===== src/hdl/bef_pkg.sv =====
// Shared types, constants and helper functions for the bibliography entry/field tagger.
package bef_pkg;

    // Brace depth counter width; the counter saturates at all ones
    localparam int unsigned DEPTH_BITS = 8;
    localparam logic [DEPTH_BITS-1:0] DEPTH_MAX = {DEPTH_BITS{1'b1}};
    localparam logic [DEPTH_BITS-1:0] DEPTH_ONE = DEPTH_BITS'(1);

    // Character codes the parser reacts to
    localparam logic [15:0] CH_AT     = 16'h0040;
    localparam logic [15:0] CH_LBRACE = 16'h007B;
    localparam logic [15:0] CH_RBRACE = 16'h007D;
    localparam logic [15:0] CH_COMMA  = 16'h002C;
    localparam logic [15:0] CH_EQUAL  = 16'h003D;
    localparam logic [15:0] CH_SPACE  = 16'h0020;
    localparam logic [15:0] CH_TAB    = 16'h0009;
    localparam logic [15:0] CH_CR     = 16'h000D;

    // Field name lengths
    localparam logic [2:0] TITLE_LEN  = 3'd5;
    localparam logic [2:0] AUTHOR_LEN = 3'd6;
    localparam logic [2:0] INDEX_MAX  = 3'd7;

    // Result tag codes
    typedef enum logic [2:0] {
        TAG_NONE        = 3'd0,
        TAG_KEY_CHAR    = 3'd1,
        TAG_KEY_END     = 3'd2,
        TAG_TITLE_CHAR  = 3'd3,
        TAG_TITLE_END   = 3'd4,
        TAG_AUTHOR_CHAR = 3'd5,
        TAG_AUTHOR_END  = 3'd6,
        TAG_ENTRY_END   = 3'd7
    } tag_t;

    // Kind of field whose value is being read
    typedef enum logic [1:0] {
        KIND_NONE   = 2'd0,
        KIND_TITLE  = 2'd1,
        KIND_AUTHOR = 2'd2
    } kind_t;

    // Field name matcher phase
    typedef enum logic [1:0] {
        NM_LEAD  = 2'd0,
        NM_IN    = 2'd1,
        NM_TRAIL = 2'd2,
        NM_FAIL  = 2'd3
    } nm_phase_t;

    // Candidate bits: bit 0 title still possible, bit 1 author still possible
    localparam int unsigned CAND_TITLE_BIT  = 0;
    localparam int unsigned CAND_AUTHOR_BIT = 1;
    localparam logic [1:0]  CAND_BOTH       = 2'b11;

    typedef struct packed {
        nm_phase_t  phase;
        logic [2:0] index;
        logic [1:0] cand;
    } match_t;

    localparam match_t MATCH_CLEAR = '{phase: NM_LEAD, index: 3'd0, cand: CAND_BOTH};

    // Channel payloads
    typedef struct packed {
        logic [15:0] char_code;
        logic        start_of_text;
    } bef_in_t;

    typedef struct packed {
        logic [15:0] char_out;
        tag_t        tag;
        logic        depth_saturated;
    } bef_out_t;

    // ASCII whitespace: tab through carriage return, and space
    function automatic logic is_blank(input logic [15:0] c);
        return (c == CH_SPACE) || (c >= CH_TAB && c <= CH_CR);
    endfunction

    // Letters of "title" by position
    function automatic logic [15:0] title_char(input logic [2:0] idx);
        logic [15:0] r;
        case (idx)
            3'd0:    r = 16'h0074; // t
            3'd1:    r = 16'h0069; // i
            3'd2:    r = 16'h0074; // t
            3'd3:    r = 16'h006C; // l
            3'd4:    r = 16'h0065; // e
            default: r = 16'h0000;
        endcase
        return r;
    endfunction

    // Letters of "author" by position
    function automatic logic [15:0] author_char(input logic [2:0] idx);
        logic [15:0] r;
        case (idx)
            3'd0:    r = 16'h0061; // a
            3'd1:    r = 16'h0075; // u
            3'd2:    r = 16'h0074; // t
            3'd3:    r = 16'h0068; // h
            3'd4:    r = 16'h006F; // o
            3'd5:    r = 16'h0072; // r
            default: r = 16'h0000;
        endcase
        return r;
    endfunction

endpackage


===== src/hdl/bef_name_match.sv =====
// Field name matcher: next matcher state for one name character and the current match result.
module bef_name_match (
    input  bef_pkg::match_t  cur,
    input  logic [15:0]      char_code,
    output bef_pkg::match_t  nxt,
    output bef_pkg::kind_t   kind
);
    import bef_pkg::*;

    logic       blank;
    logic       compare;
    logic       title_ok;
    logic       author_ok;
    logic [1:0] cand_next;

    assign blank = is_blank(char_code);

    // Per-letter compare against both names
    assign title_ok  = (cur.index < TITLE_LEN)  && (title_char(cur.index)  == char_code);
    assign author_ok = (cur.index < AUTHOR_LEN) && (author_char(cur.index) == char_code);
    assign cand_next = {cur.cand[CAND_AUTHOR_BIT] & author_ok,
                        cur.cand[CAND_TITLE_BIT] & title_ok};

    // Leading blanks skipped, trailing blanks allowed, anything after them fails
    always_comb begin
        nxt     = cur;
        compare = 1'b0;
        case (cur.phase)
            NM_LEAD: begin
                if (!blank) begin
                    compare = 1'b1;
                end
            end
            NM_IN: begin
                if (blank) begin
                    nxt.phase = NM_TRAIL;
                end else begin
                    compare = 1'b1;
                end
            end
            default: begin
                if (!blank) begin
                    nxt.phase = NM_FAIL;
                end
            end
        endcase
        if (compare) begin
            nxt.cand  = cand_next;
            nxt.index = (cur.index == INDEX_MAX) ? cur.index : cur.index + 3'd1;
            nxt.phase = (cand_next == 2'b00) ? NM_FAIL : NM_IN;
        end
    end

    // Result when '=' arrives
    always_comb begin
        kind = KIND_NONE;
        if (cur.phase == NM_IN || cur.phase == NM_TRAIL) begin
            if (cur.cand[CAND_TITLE_BIT] && cur.index == TITLE_LEN) begin
                kind = KIND_TITLE;
            end else if (cur.cand[CAND_AUTHOR_BIT] && cur.index == AUTHOR_LEN) begin
                kind = KIND_AUTHOR;
            end
        end
    end

endmodule


===== src/hdl/bef_parser.sv =====
// Entry parser: phase, brace depth and field state, updated once per handled character.
module bef_parser (
    input  logic              aclk,
    input  logic              aresetn,
    input  logic              step_en,
    input  bef_pkg::bef_in_t  in_data,
    output bef_pkg::bef_out_t result
);
    import bef_pkg::*;

    typedef enum logic [2:0] {
        PH_OUTSIDE = 3'd0,
        PH_TYPE    = 3'd1,
        PH_KEY     = 3'd2,
        PH_NAME    = 3'd3,
        PH_VALUE   = 3'd4,
        PH_WAIT    = 3'd5
    } phase_t;

    phase_t                phase_reg,  phase_next;
    logic [DEPTH_BITS-1:0] depth_reg,  depth_next;
    logic                  wait_comma_reg, wait_comma_next;
    match_t                match_reg,  match_next;
    kind_t                 kind_reg,   kind_next;

    // Start-of-text view of the state
    phase_t                phase_cur;
    logic [DEPTH_BITS-1:0] depth_cur;
    logic                  wait_comma_cur;
    match_t                match_cur;
    kind_t                 kind_cur;

    match_t      match_fed;
    kind_t       match_kind;
    tag_t        tag;
    tag_t        char_tag;
    tag_t        end_tag;
    logic [15:0] c;

    assign c = in_data.char_code;

    always_comb begin
        if (in_data.start_of_text) begin
            phase_cur      = PH_OUTSIDE;
            depth_cur      = '0;
            wait_comma_cur = 1'b0;
            match_cur      = MATCH_CLEAR;
            kind_cur       = KIND_NONE;
        end else begin
            phase_cur      = phase_reg;
            depth_cur      = depth_reg;
            wait_comma_cur = wait_comma_reg;
            match_cur      = match_reg;
            kind_cur       = kind_reg;
        end
    end

    bef_name_match u_match (
        .cur       (match_cur),
        .char_code (c),
        .nxt       (match_fed),
        .kind      (match_kind)
    );

    // Value tags by field kind
    always_comb begin
        case (kind_cur)
            KIND_TITLE: begin
                char_tag = TAG_TITLE_CHAR;
                end_tag  = TAG_TITLE_END;
            end
            KIND_AUTHOR: begin
                char_tag = TAG_AUTHOR_CHAR;
                end_tag  = TAG_AUTHOR_END;
            end
            default: begin
                char_tag = TAG_NONE;
                end_tag  = TAG_NONE;
            end
        endcase
    end

    // Phase transitions
    always_comb begin
        phase_next      = phase_cur;
        depth_next      = depth_cur;
        wait_comma_next = wait_comma_cur;
        match_next      = match_cur;
        kind_next       = kind_cur;
        tag             = TAG_NONE;
        case (phase_cur)
            PH_TYPE: begin
                if (c == CH_LBRACE) begin
                    phase_next = PH_KEY;
                end
            end
            PH_KEY: begin
                if (c == CH_COMMA) begin
                    tag        = TAG_KEY_END;
                    phase_next = PH_NAME;
                    match_next = MATCH_CLEAR;
                end else begin
                    tag = TAG_KEY_CHAR;
                end
            end
            PH_NAME: begin
                if (c == CH_EQUAL) begin
                    kind_next       = match_kind;
                    wait_comma_next = 1'b0;
                    phase_next      = PH_WAIT;
                end else begin
                    match_next = match_fed;
                end
            end
            PH_VALUE: begin
                tag = char_tag;
                if (c == CH_LBRACE) begin
                    if (depth_cur != DEPTH_MAX) begin
                        depth_next = depth_cur + DEPTH_ONE;
                    end
                end else if (c == CH_RBRACE) begin
                    if (depth_cur == DEPTH_ONE) begin
                        depth_next      = '0;
                        tag             = end_tag;
                        wait_comma_next = 1'b1;
                        phase_next      = PH_WAIT;
                    end else if (depth_cur != '0) begin
                        depth_next = depth_cur - DEPTH_ONE;
                    end
                end
            end
            PH_WAIT: begin
                if (wait_comma_cur) begin
                    if (c == CH_COMMA) begin
                        phase_next = PH_NAME;
                        match_next = MATCH_CLEAR;
                    end else if (c == CH_RBRACE) begin
                        tag        = TAG_ENTRY_END;
                        phase_next = PH_OUTSIDE;
                    end
                end else if (c == CH_LBRACE) begin
                    phase_next = PH_VALUE;
                    depth_next = DEPTH_ONE;
                end
            end
            default: begin
                phase_next = (c == CH_AT) ? PH_TYPE : PH_OUTSIDE;
            end
        endcase
    end

    assign result.char_out        = c;
    assign result.tag             = tag;
    assign result.depth_saturated = (depth_next == DEPTH_MAX);

    // Parser state
    always_ff @(posedge aclk) begin
        if (!aresetn) begin
            phase_reg      <= PH_OUTSIDE;
            depth_reg      <= '0;
            wait_comma_reg <= 1'b0;
            match_reg      <= MATCH_CLEAR;
            kind_reg       <= KIND_NONE;
        end else if (step_en) begin
            phase_reg      <= phase_next;
            depth_reg      <= depth_next;
            wait_comma_reg <= wait_comma_next;
            match_reg      <= match_next;
            kind_reg       <= kind_next;
        end
    end

endmodule


===== src/hdl/bibtex_entry_field_tagger.sv =====
// Top level of the bibliography entry/field tagger: input register, parser, result register.
//
//   channel | direction | payload                                    | handshake
//   s_      | in        | char_code[15:0], start_of_text             | s_valid / s_ready
//   m_      | out       | char_out[15:0], tag[2:0], depth_saturated  | m_valid / m_ready
//
// One character per cycle sustained while m_ready stays high; an accepted
// transaction reaches m_ through the input register, then the result register.
// The parser state advances only when a character moves from the input
// register into the result register, so stalls on m_ready hold everything.
// aresetn is synchronous, active low; it empties both registers and returns
// the parser to outside-entry.
module bibtex_entry_field_tagger (
    input  logic              aclk,
    input  logic              aresetn,
    input  logic              s_valid,
    output logic              s_ready,
    input  bef_pkg::bef_in_t  s_data,
    output logic              m_valid,
    input  logic              m_ready,
    output bef_pkg::bef_out_t m_data
);
    import bef_pkg::*;

    logic     in_valid_reg;
    bef_in_t  in_data_reg;
    logic     out_valid_reg;
    bef_out_t out_data_reg;
    logic     advance;
    bef_out_t result;

    // Move a character forward when the result register is free or draining
    assign advance = in_valid_reg && (!out_valid_reg || m_ready);
    assign s_ready = !in_valid_reg || advance;

    bef_parser u_parser (
        .aclk    (aclk),
        .aresetn (aresetn),
        .step_en (advance),
        .in_data (in_data_reg),
        .result  (result)
    );

    // Input register
    always_ff @(posedge aclk) begin
        if (!aresetn) begin
            in_valid_reg <= 1'b0;
        end else if (s_ready) begin
            in_valid_reg <= s_valid;
        end
    end

    always_ff @(posedge aclk) begin
        if (s_ready && s_valid) begin
            in_data_reg <= s_data;
        end
    end

    // Result register
    always_ff @(posedge aclk) begin
        if (!aresetn) begin
            out_valid_reg <= 1'b0;
        end else if (advance) begin
            out_valid_reg <= 1'b1;
        end else if (m_ready) begin
            out_valid_reg <= 1'b0;
        end
    end

    always_ff @(posedge aclk) begin
        if (advance) begin
            out_data_reg <= result;
        end
    end

    assign m_valid = out_valid_reg;
    assign m_data  = out_data_reg;

endmodule


===== config.mk =====
export PLATFORM = sky130hd
export DESIGN_NAME = bibtex_entry_field_tagger
export DESIGN_NICKNAME = d
export VERILOG_FILES = /design/src/hdl/bef_pkg.sv /design/src/hdl/bef_name_match.sv /design/src/hdl/bef_parser.sv /design/src/hdl/bibtex_entry_field_tagger.sv
export SDC_FILE = /design/constraint.sdc
export NUM_CORES = 1
export LEC_CHECK = 0
export BUFFER_PORTS_ARGS = -buffer_cell sky130_fd_sc_hd__buf_2
export CORE_MARGIN = 1.5
export CORE_UTILIZATION = 26
export DETAILED_ROUTE_END_ITERATION = 12
export SLEW_MARGIN = 20
export SYNTH_ARGS = -nofsm -noshare
export SYNTH_HDL_FRONTEND = slang
export SYNTH_HIERARCHICAL = 1
export SYNTH_SLANG_ARGS = --single-unit

===== constraint.sdc =====
create_clock -name aclk -period 9 [get_ports aclk]
set_clock_uncertainty 0.15 [all_clocks]
set_input_delay 0.45 -clock aclk [delete_from_list [all_inputs] [get_ports aclk]]
set_output_delay 0.45 -clock aclk [all_outputs]
set_load 0.03 [all_outputs]

# --- After elaboration in Yosys (flattened, before gate mapping) ---
# Cells that the tools add are included.
# W data, S select, Z words.
op_classes:
  n_addsub: 3
  n_mul: 0
  div: 0
  n_lt_le_gt_ge: 4
  n_eq_ne: 27
  shift: 0
  n_mux: 61
  bitwise_logic: 2
  n_reduce_logical: 20
ops:
  columns: ["operator", "count"]
  rows:
  - ["$mux W8", 8]
  - ["$mux W3", 18]
  - ["$eq A16 B6 Y1 const B", 3]
  - ["$eq A16 B7 Y1 const B", 3]
  - ["$pmux W7 S6", 1]
  - ["$mux W7", 5]
  - ["$eq A16 B16 Y1", 2]
  - ["$pmux W7 S4", 1]
  - ["$pmux W7 S3", 1]
  - ["$mux W2", 10]
  - ["$eq A3 B3 Y1 const B", 6]
  - ["$ge A16 B4 Y1 const B", 1]
  - ["$le A16 B4 Y1 const B", 1]
  - ["$pmux W8 S2", 1]
  - ["$pmux W3 S5", 1]
  - ["$eq A3 B2 Y1 const B", 4]
  - ["$pmux W3 S2", 2]
  - ["$mux W1", 10]
  - ["$pmux W3 S3", 1]
  - ["$add A8 B1 Y8 const B", 1]
  - ["$eq A8 B1 Y1 const B", 1]
  - ["$eq A8 B8 Y1 const B", 1]
  - ["$ne A8 B8 Y1 const B", 1]
  - ["$reduce_bool A8 Y1", 1]
  - ["other kinds (16)", 33]
totals:
  ff_bits: 60
  latchBits: 0
  mem_bits_rw: 0
  mem_bits_ro: 0
  input_bits: 21
  out_inout_bits: 22
  mem_count: 0

# --- Depth between registers and ports, before layout ---
# Gate-level depths: netlist of the first run.
logic_depth:
  ltp_word: 12
  ltp_mapped: 15
  mapped_depth_nobuf: 11

# --- Cells and area by module ---
# The synthesis of the first run kept the hierarchy.
by_module_without_submodules:
  columns: ["mod", "instances", "cells_per_inst", "area_per_inst_um2", "seq_area_each_um2"]
  rows:
  - ["bef_parser", 1, 295, 2218.4, 420.4]
  - ["bibtex_entry_field_tagger", 1, 46, 1214.9, 1151.1]
  - ["bef_name_match", 1, 76, 558.0, 0.0]

# --- Worst setup path before layout of the first run ---
# OpenSTA, ideal clock, no wires.
synth_timing:
  path_type: "register to register"
  from: "register in_data_reg[0] in the netlist's numbering"
  to: "register u_parser/match_reg[0] in the netlist's numbering"
  t_arrival_ps: 3189
  required_ps: 8728
  setup_slack_ps: 5539
  path_stages_with_launch: 15
  n_path_buf: 4
  cell_sequence: "edfxtp_1 > buf_4 > clkbuf_1 > clkbuf_1 > clkbuf_1 > nor2b_1 > inv_1 > ha_1 > or3_1 > a21oi_1 > mux2i_1 > a2111oi_2 > o21bai_1 > a211o_1 > o32a_1"
synth_lines:
  columns: ["item", "line", "rtl"]
  rows:
  - ["start, declared", "bibtex_entry_field_tagger.sv:26", "bef_in_t in_data_reg;"]
  - ["start signal, assigned", "bibtex_entry_field_tagger.sv:55", "in_data_reg <= s_data;"]
  - ["end signal, assigned", "bef_parser.sv:168", "match_reg <= match_next;"]
  - ["end, declared", "bef_parser.sv:23", "match_t match_reg, match_next;"]

==> results of run 1 <==
-- stage by stage --
step / utilization (%) / setup WS (ps) / area [sq um]
5_1_grt: 30.3 / 5370 / 4570
6_report: 30.3 / 5600 / 4570
4_1_cts: 30.3 / 5620 / 4570
3_3_place_gp: 28.1 / 5690 / 4240
2_1_floorplan: - / 5540 / 3990
3_5_place_dp: 28.1 / 5650 / 4240
-- power groups by stage --
stage                     sequential (mW)  clock [mW]  combinational [mW]
after global routing                0.318       0.407              0.0527
after CTS                           0.316       0.395              0.0484
after detailed placement            0.322           0              0.0485
final                               0.316       0.387              0.0484
after global placement              0.321           0              0.0478
after floorplan                     0.325           0              0.0312
-- per-layer routing --
layer,up-vias,part of all wire [%]
met3,25,5.2
li1,1590,-
met4,0,2.8
met5,-,0
met2,109,48
met1,1642,44
-- cell usage in the layout, fill, tap and decap left out, types with 10 or more instances in the layout --
cell and n:
dfxtp_1 23, inv_1 18, nor2b_1 12, edfxtp_1 37
ha_1 10, nor2_1 34, nand2_1 22, a21oi_1 18
buf_2 42, nor3_1 18, o21ai_0 19
-- final cells by class --
class	instances	share of cell area [%]
Multi-Input combinational cell	299	46.6
Sequential cell	60	34.4
Tap cell	188	5.15
Timing Repair Buffer	45	5.10
Clock buffer	10	5.01
Clock inverter	5	2.22
Inverter	18	1.48
-- cells by family after synthesis --
logic type | count (synthesis) | synth area share [%]
XOR/XNOR | 8 | 1.76
buffers and inverters | 58 | 7.46
AO/OA/AOI/OAI | 104 | 20.0
AND/OR/NAND/NOR | 168 | 25.9
multiplexers | 9 | 2.38
adder cells (fa/ha/maj) | 10 | 3.13
flip-flops | 60 | 39.4
-- worst max path at each step --
stage / cells after the start / slack [ps] / endpoint / startpoint
global route: 10 / 5370 / m_data[0] / in_data_reg[0]
CTS: 10 / 5620 / m_data[0] / in_data_reg[0]
floorplan: 14 / 5540 / u_parser/match_reg[0] / in_data_reg[0]
detailed placement: 10 / 5650 / m_data[0] / in_data_reg[0]
finish: 10 / 5600 / m_data[0] / in_data_reg[0]
global placement: 10 / 5690 / m_data[0] / in_data_reg[0]
==> impl_metrics.tcl, run 1 <==
set metrics [dict create \
    ys_ff_latch 60 \
    grt_use_met2_pct 20.6 \
    setup_tns_ps 0 \
    stdcell_count 625 \
    synth_edf_count 37 \
    cts_hold_buf 0 \
    status "completed" \
    p_per_area_nw_per_um2 165 \
    hp-start "s_data[9]" \
    fmax_mhz 294 \
    grt_use_total_pct 12.7 \
    rsz0062_at_grt "false" \
    p_comb_share_pct 6.4 \
    min_to "in_data_reg[9]" \
    synth_top_flop_cell "edfxtp_1" \
    largest_reg_flops 20 \
    worstPathMaxFanout 39 \
    critPathKind "flop to flop" \
    busiest_layer "met2" \
    post_cts_buffers 0 \
    die_width_um 127 \
    clock_path_buffers 2 \
    synth.largest_area_cell "edfxtp_1" \
    crit_chain "buf_4 -> or2b_2 -> inv_1 -> ha_1 -> nand4_1 -> o211ai_1 -> nor2_1 -> a2111oi_0 -> nor3_2 -> nor4_2" \
    fin_nets 464 \
    met1_usage_pct 15.7 \
    ys_seq_area_share_pct 39.4 \
    dp_cells 610 \
    synthesis.area_sq_um 3990 \
    numCtsBuffers 9 \
    r2r_start "in_data_reg[0]" \
    dr_total_vias 3366 \
    critical_path_required_ps 9020 \
    antenna_found_initial 0 \
    synthCells 417 \
    power.internal_uw 588 \
    yosysMostFrequentCell "edfxtp_1" \
    syn_to_final_growth_pct 14.4 \
    hold_viol 0 \
    worstPathArrival_ps 3410 \
    cts.repair.resized 0 \
    synth_nets 448 \
    detail_route.wirelength_um 9940 \
    min_path_cells 1 \
    ys_async_sr_fraction_pct 0 \
    p_sw_uw 164 \
    r2r_slack_ps 5600 \
    p_clk_share_pct 51.5 \
    ys_warn_count 6 \
    grt_pass1_wl_um 16200 \
    initial_core_util_pct 26.5 \
    setup_viol 0 \
    rr_worst_depth 10 \
    netlist_top_cells_area "edfxtp_1 (28%), dfxtp_1 (12%), buf_4 (3.2%)" \
    cpPeakStageDelay_ps 530 \
    htree_levels 3 \
    p_sw_share_pct 21.8 \
    die-area_sq_um 16100 \
    cts.sinks 60 \
    crit_family "simple AND/OR/NAND/NOR gates" \
    power_uw 752 \
    synth_top_area_share_pct 27.8 \
    cpMaxStageDelayCell "a2111oi_0" \
    dp_hpwl_um 7300 \
    place_congestion 0.957 \
    die_y_um 127 \
    antenna_left 0 \
    ys_types 85 \
    drc_errors 0 \
    grt_max_degree 42 \
    maxSlewHeadroom_pct 38.1 \
    period_minus_slack_ps 3400 \
    crit_buf_inv 2 \
    coreArea_sq_um 15100 \
    tritoncts "built" \
    worstMarginPinSlew_ps 927 \
    layout-drive-gt1-share_pct 21.3 \
    hp-class "input port to flop" \
    rows 45 \
    drtIter0Drc 307 \
    vias_per_cell 5.39 \
    first_pass_iters 5 \
    drt-wirelength-per-cell_um 15.9 \
    ir_worst_vdd_mv 0.142 \
    gr-total-overflow 0 \
    num_antenna_cells 0 \
    syn_avg_cell_area_sq_um 9.57 \
    seq_area_sq_um 1570 \
    start_kind "flop" \
    maxCapViolCount 0 \
    clkLatencyLatePin_ps 330 \
    clk_pin_slew_ps 50 \
    nFillCells 1556 \
    grt_pass1_vias 3253 \
    reg2reg_to "m_data[0]" \
    leakage_nw 1.57 \
    synth_common_cells "edfxtp_1 (37), nor2_1 (34), dfxtp_1 (23)" \
    use_met3_pct 3.50 \
    slew_violations 0 \
    p_seq_share_pct 42.0 \
    endpoint_kind "flop" \
    multi_input_area_sq_um 2130 \
    root_buffer "clkbuf_16" \
    port-buffer-count 42 \
    final.period_utilization_pct 37.8 \
    io_pins 43 \
    holdWs_ps 144 \
]
Note: power is estimated with default switching activity, not from simulation.
==> inputs of run 2 (changes only) <==
--- a/config.mk
+++ b/config.mk
@@ -5,6 +5,7 @@
 export SDC_FILE = /design/constraint.sdc
 export NUM_CORES = 1
 export LEC_CHECK = 0
+export ABC_AREA = 1
 export BUFFER_PORTS_ARGS = -buffer_cell sky130_fd_sc_hd__buf_2
 export CORE_MARGIN = 1.5
 export CORE_UTILIZATION = 26
==> constraint.sdc (replaced) <==
create_clock -name aclk -period 3.15 [get_ports aclk]
set_clock_uncertainty 0.15 [all_clocks]
set_input_delay 0.1575 -clock aclk [delete_from_list [all_inputs] [get_ports aclk]]
set_output_delay 0.1575 -clock aclk [all_outputs]
set_load 0.03 [all_outputs]
==> impl_metrics.tcl, run 2 <==
set metrics [dict create \
    cts_hold_buf 20 \
    rsz0062_at_grt "false" \
    synthesis.area_sq_um 4040 \
    layout-drive-gt1-share_pct 17.6 \
    slew_violations 0 \
    netlist_top_cells_area "edfxtp_1 (27%), nand2_1 (13%), dfxtp_1 (11%)" \
    ys_warn_count 6 \
    worstPathArrival_ps 2770 \
    worstPathMaxFanout 11 \
    setup_tns_ps 0 \
    ys_async_sr_fraction_pct 0 \
    detail_route.wirelength_um 10500 \
    first_pass_iters 5 \
    synth.largest_area_cell "edfxtp_1" \
    hp-class "flop to flop" \
    leakage_nw 2.19 \
    dr_total_vias 3794 \
    ys_seq_area_share_pct 38.9 \
    critical_path_required_ps 3210 \
    rows 45 \
    synth_nets 595 \
    drc_errors 0 \
    ys_types 38 \
    drt-wirelength-per-cell_um 12.9 \
    gr-total-overflow 0 \
    drtIter0Drc 198 \
    numCtsBuffers 9 \
    grt_use_total_pct 13.4 \
    fin_area_sq_um 4870 \
    clock_path_buffers 2 \
    synth_top_flop_cell "edfxtp_1" \
    ir_worst_vdd_mv 0.251 \
    power_mw 2.21 \
    antenna_left 0 \
    grt_pass1_vias 3626 \
    grt_max_degree 45 \
    dp_cells 773 \
    syn_to_final_growth_pct 20.4 \
    status "completed" \
    clkLatencyLatePin_ps 330 \
    tritoncts "built" \
    critPathKind "flop to flop" \
    syn_avg_cell_area_sq_um 7.17 \
    maxSlewHeadroom_pct 53.9 \
    maxCapViolCount 0 \
    grt_pass1_wl_um 17400 \
    final_common_cell "nand2_1" \
    cts.sinks 60 \
    vias_per_cell 4.69 \
    cts.repair.resized 0 \
    dp_hpwl_um 7520 \
    worstMarginPinSlew_ps 690 \
    fmax_mhz 369 \
    fin_util_pct 32.0 \
    place_congestion 0.873 \
    fin_nets 647 \
    synthCells 564 \
    setup_viol 0 \
    port-buffer-count 42 \
    endpoint_kind "flop" \
    stdcell_count 809 \
    initial_core_util_pct 26.6 \
    ys_ff_latch 60 \
    final.period_utilization_pct 86.0 \
    htree_levels 3 \
    die-area_sq_um 16300 \
    period_minus_slack_ps 2710 \
    num_antenna_cells 0 \
    die_y_um 128 \
    die_width_um 128 \
    yosysMostFrequentCell "nand2_1" \
    root_buffer "clkbuf_16" \
    start_kind "flop" \
    coreArea_sq_um 15200 \
    clk_pin_slew_ps 50 \
    post_dp_cell_area_sq_um 4360 \
    antenna_found_initial 0 \
    largest_reg_flops 20 \
    synth_edf_count 37 \
    post_cts_buffers 0 \
    p_per_area_nw_per_um2 455 \
    layout_common_cells "nand2_1 (137), inv_1 (68), nor2_1 (66)" \
    hold_viol 0 \
    io_pins 43 \
    synth_common_cells "nand2_1 (137), inv_1 (68), nor2_1 (66)" \
    synth_top_area_share_pct 27.5 \
]
-- run 2: cell count changes after synthesis, moves of 11 or more --
| cell | delta |
|---|---|
| clkbuf_1 | -14 |
| nor2_1 | +32 |
| nand2_2 | +11 |
| inv_2 | +12 |
| o21ai_1 | +18 |
| nor2b_1 | -13 |
| nand3_1 | +40 |
| nand2_1 | +115 |
| inv_1 | +50 |
-- run 2: layout make-up --
cell class	count	area, sq um
clock buffers	10	229
clock inverters	6	78.8
fillers	1598	10300
inverters	83	317
multi-input cells	396	2000
flip-flops and latches	60	1570
well taps	188	235
repair buffers	66	440
-- run 2: power breakdown --
part           total [mW]  internal (mW)  switching [mW]
registers           0.913          0.879          0.0342
clock network        1.04          0.685           0.351
logic               0.265         0.0922           0.172
-- run 2: per-layer routing --
layer / track usage [%] / vias up / wire [um]
met1: 16.7 / 1733 / 4830
met4: 5.95 / 0 / 308
met2: 22.5 / 97 / 4930
met5: 0 / - / 0
li1: - / 1939 / -
met3: 2.71 / 25 / 385
-- run 2: path summary, 6_finish.rpt --
path                                              end  slack, ps                  start  cells past startpoint
worst max-delay path            u_parser/match_reg[6]        440         in_data_reg[0]                     12
worst min register to register  u_parser/match_reg[0]        330  u_parser/match_reg[0]                      2
worst max register to register  u_parser/match_reg[6]        440         in_data_reg[0]                     12
worst min-delay path            u_parser/match_reg[0]        330  u_parser/match_reg[0]                      2
-- run 2: logic make-up (layout without fill, tap and decap cells) --
logic type	after synthesis	count (layout)	share of synthesized area (%)
and+or+nand+nor	305	305	34.4
buffers and inverters	108	165	12.0
AOI/OAI and AO/OA	77	77	10.7
DFF	60	60	38.9
adders and majority gates	10	10	3.09
xor gates and xnor gates	4	4	0.866
-- run 2: worst max-delay path, cell delays in order, from the launching register on --
cell	delay, ps
edfxtp_1	390
buf_4	200
nor2_1	390
inv_2	130
ha_1	240
o21ai_1	270
nor2_1	70
nor3_1	130
nand3_1	130
nand3_1	100
nand2_1	50
a31oi_1	200
a21oi_1	120
-- run 2: stage by stage --
stage / hold WS [ps] / setup WS (ps)
3_3_place_gp: 184 / 464
3_5_place_dp: 186 / 465
2_1_floorplan: 105 / 427
6_report: 326 / 441
5_1_grt: 347 / 137
4_1_cts: 324 / 450
